**src/hw/rtl/idc_ram.sv**
```systemverilog
// ----------------------------------------------------------------------------
// idc_ram
// Simple dual-port RAM, one write port, one registered read port
// ----------------------------------------------------------------------------
module idc_ram #(
    parameter int DEPTH = 64,
    parameter int WIDTH = 50,
    parameter int AW    = 6
) (
    input  logic             clk,
    input  logic             we,
    input  logic [AW-1:0]    wr_addr,
    input  logic [WIDTH-1:0] wr_data,
    input  logic [AW-1:0]    rd_addr,
    output logic [WIDTH-1:0] rd_data
);

    logic [WIDTH-1:0] mem [DEPTH];
    logic [WIDTH-1:0] rd_data_reg;

    always_ff @(posedge clk)
    begin
        if (we)
        begin
            mem[wr_addr] <= wr_data;
        end
        rd_data_reg <= mem[rd_addr];
    end

    assign rd_data = rd_data_reg;

endmodule

```
**config.mk**
```make
export PLATFORM = sky130hd
export DESIGN_NAME = idc_ram
export DESIGN_NICKNAME = d
export VERILOG_FILES = /design/src/hw/rtl/idc_ram.sv
export SDC_FILE = /design/constraint.sdc
export NUM_CORES = 2
export LEC_CHECK = 0
export BUFFER_PORTS_ARGS = -buffer_cell sky130_fd_sc_hd__buf_2
export CAP_MARGIN = 20
export CORE_MARGIN = 1.5
export CORE_UTILIZATION = 50
export CTS_CLUSTER_DIAMETER = 40
export CTS_CLUSTER_SIZE = 14
export DETAILED_ROUTE_END_ITERATION = 10
export GPL_TIMING_DRIVEN = 0
export MAX_ROUTING_LAYER = met4
export PLACE_DENSITY = 0.62
export SYNTH_ARGS = -nofsm -noshare
export SYNTH_HDL_FRONTEND = slang
export SYNTH_SLANG_ARGS = --single-unit
export TNS_END_PERCENT = 30
```
**constraint.sdc**
```tcl
create_clock -name clk -period 6.8 [get_ports clk]
set_clock_uncertainty 0.15 [all_clocks]
set_input_delay 0.68 -clock clk [delete_from_list [all_inputs] [get_ports clk]]
set_output_delay 0.68 -clock clk [all_outputs]
set_load 0.1 [all_outputs]
```
==> metrics <==
status=complete, no violations; max reg flops=between 3000 and 4000; synthesized area=0.1230 mm2; crit path max fanout=10; Post-Layout Cell Count=between 9000 and 10000; Starting Density=0.5041; design area=approximately 0.15 mm2; clock buffer depth=4; max cap viols=0; Root Buffer=clkbuf_16; flop and latch count out of synthesis=approximately 3300; cell count after placement=8955; register area share after synthesis=0.7897; initial antenna violation count=23; crit path max-delay cell type=buf_1; Clock transition at path regs=0.06 ns; HPWL Detailed=252.0 mm; Tot GR Track Use=0.3125; pwr dens=about 330 mW/mm2; Leakage=0.04721 uW; CTS Buf Count=approximately 430; fin nets=6312; YS warnings=0; CTS resizes=0; PortBufs=103; Routed Antenna Nets=0; required time worst endpoint=7.48 ns; fmax=between 200 and 250 MHz; clock period minus worst slack=~4.6 ns; Cell Rows=approximately 180; Crit path largest cell delay=0.87 ns; Hold Crit Class=primary input to flip-flop; vias per cell=6.608; setup repair bufs after CTS=0; Layout area overhead=19.99%; placer congestion estimate=~0.85; dpl cell area=0.1317 mm2; critical path class=primary input to flip-flop; routed via count=64840; delay-heaviest family, CP=buffers and inverters; Final period util=0.6765; largest net degree at the start of global routing=between 60 and 70; I/O pin count=114; Total Routed Length=377.7 mm; crit path launch type=primary input; syn nets=between 5000 and 6000; Worst Path Buf+Inv=4; RSZ-0062 raised after global routing=no; die width=approximately 500 um; clock sinks=3250; Core Footprint=between 0.2 and 0.25 mm2; most frequent CP cell=buf_2; H-tree Lvls=5; worst-skew pair later-pin latency=0.99 ns; CP Cell Sequence=buf_2 -> buf_2 -> buf_2 -> buf_1 -> nand2_1 -> o221ai_1 -> o22ai_1 -> and3_1; die height=498.9 um; Syn Inst Count=5457; total grt overflow=0; CTS tree=yes; first-pass GRT wire length=514.0 mm; WP data arrival=5.28 ns; Worst-Margin Slew=about 1.2 ns; hold_buf cts=5; worst-case reg-to-reg path depth=5; post-synth cell types=45; Crit. End Element=flip-flop; Crit path depth=8; predominant post-synthesis flop cell=edfxtp_1; number of synthesized flops with an enable pin=3200; # DRC=0; via count of the first global-routing pass=63420; final hold violations=0; endpoints failing setup=0; Final Total Pwr=47990 uW; full die area=0.2489 mm2; Iter 0 DRT Violations=11260; fraction of layout cells with a size suffix above 1=0.3100; Worst slew margin=0.1891; Async SR Flop Fraction=0; Syn Area/Cell=around 23 um2; drt pass-1 iters=6; Slew Limit Fails=0; routed wire length per instance=38.49 um; peak supply drop=roughly 250 uV; hold-critical path depth=1
[where the power goes]
| group | total (uW) | internal [uW] | switching, uW |
|---|---|---|---|
| sequential | 22200 | 22200 | 39.6 |
| clock | 23000 | 14000 | 9000 |
| combinational | 2740 | 816 | 1920 |
| total | 48000 | 37000 | 11000 |
[cells in the mapped netlist, types with 17 or more instances]
| cell type | count | share of area |
|---|---|---|
| edfxtp_1 | 3200 | 0.78 |
| mux4_2 | 690 | 0.13 |
| mux2i_1 | 229 | 0.019 |
| clkbuf_1 | 154 | 0.0047 |
| o22ai_1 | 126 | 0.0064 |
| nand2_1 | 110 | 0.0034 |
| nand3_1 | 98 | 0.0040 |
| nor2_1 | 98 | 0.0030 |
| a22oi_1 | 80 | 0.0049 |
| buf_2 | 72 | 0.0029 |
| mux2_2 | 68 | 0.0062 |
| nand4_1 | 65 | 0.0033 |
| o221ai_1 | 55 | 0.0039 |
| dfxtp_1 | 50 | 0.0081 |
| buf_4 | 38 | 0.0023 |
| a221o_1 | 36 | 0.0029 |
| a211oi_1 | 32 | 0.0020 |
| buf_1 | 28 | 0.00085 |
| nor2b_1 | 28 | 0.0014 |
| a21oi_1 | 26 | 0.0011 |
| buf_6 | 21 | 0.0019 |
| and3_1 | 17 | 0.00086 |
[worst paths after layout]
kind | start | to | slack (ns)
worst max-delay path | rd_addr[1] | rd_data[5]$_DFF_P_ | 2.20
worst min-delay path | wr_data[45] | mem[52][45]$_DFFE_PP_ | 0.003
worst max register to register | mem[7][47]$_DFFE_PP_ | rd_data[47]$_DFF_P_ | 4.38
worst min register to register | mem[56][0]$_DFFE_PP_ | rd_data[0]$_DFF_P_ | 0.74
[per-layer routing]
metal	share of wire	global-route usage	routed length, um
met1	0.38	0.4368	143500
met4	0.038	0.1077	14460
met5	0	-	0
met3	0.12	0.06898	46790
met2	0.46	0.4584	172900
[cell usage in the layout (no fill, tap or decap), drive strengths merged, types with 6 or more instances in the layout]
master | Yosys | routed
a211oi | 32 | 32
a21oi | 26 | 26
a221o | 36 | 36
a221oi | 6 | 6
a22oi | 80 | 80
a311o | 15 | 15
a31oi | 7 | 7
and3 | 17 | 17
buf | 164 | 500
bufinv | 0 | 55
clkbuf | 154 | 610
clkinv | 0 | 129
clkinvlp | 0 | 48
dfxtp | 50 | 50
diode | 0 | 13
dlygate4sd3 | 0 | 26
edfxtp | 3200 | 3200
inv | 1 | 91
mux2 | 84 | 84
mux2i | 229 | 229
mux4 | 690 | 690
nand2 | 110 | 110
nand2b | 9 | 9
nand3 | 98 | 98
nand4 | 65 | 65
nor2 | 98 | 98
nor2b | 28 | 28
nor3 | 9 | 9
o211a | 7 | 7
o211ai | 15 | 15
o21ai | 15 | 15
o221ai | 55 | 55
o22a | 15 | 15
o22ai | 126 | 126
[final cells by class]
class                      instances  area, um2
sequential                      3250      97090
fill                           16840      96380
multi-input combinational       1888      24690
clock buffer                     456      11010
timing repair buffer             362       5310
tap                             3202       4006
clock inverter                   322       3722
buffer                           318       1655
antenna                           13      32.53
inverter                           1      3.754
[through the flow]
stage	worst slack [ns]	hold slack, ns	util	TNS, ns
global placement	-4.473	0.7226	0.5226	-3104.54
CTS	2.430	0.01430	0.6006	0
floorplan	1.545	0.6219	-	0
detailed placement	1.419	0.7340	0.5400	0
global route	2.356	0.0001779	0.6048	0
finish	2.200	0.003489	0.6048	0
[logic make-up (layout without fill, tap and decap cells)]
group / count (synthesis) / in the layout / synth area share
compound gates: 439 / 439 / 0.02673
buf+inv: 319 / 1459 / 0.01341
flops: 3250 / 3250 / 0.7897
mux: 1003 / 1003 / 0.1527
other cells: 0 / 13 / 0
simple gates: 446 / 446 / 0.01743
[worst reg2reg max path, stage by stage, from the launching register on]
cell and delay (ns):
edfxtp_1 0.36, mux4_2 0.48, a22oi_1 0.27, nand4_1 0.32, o21ai_1 0.41, a21oi_1 0.23
Power figures use the tool's default switching activity.
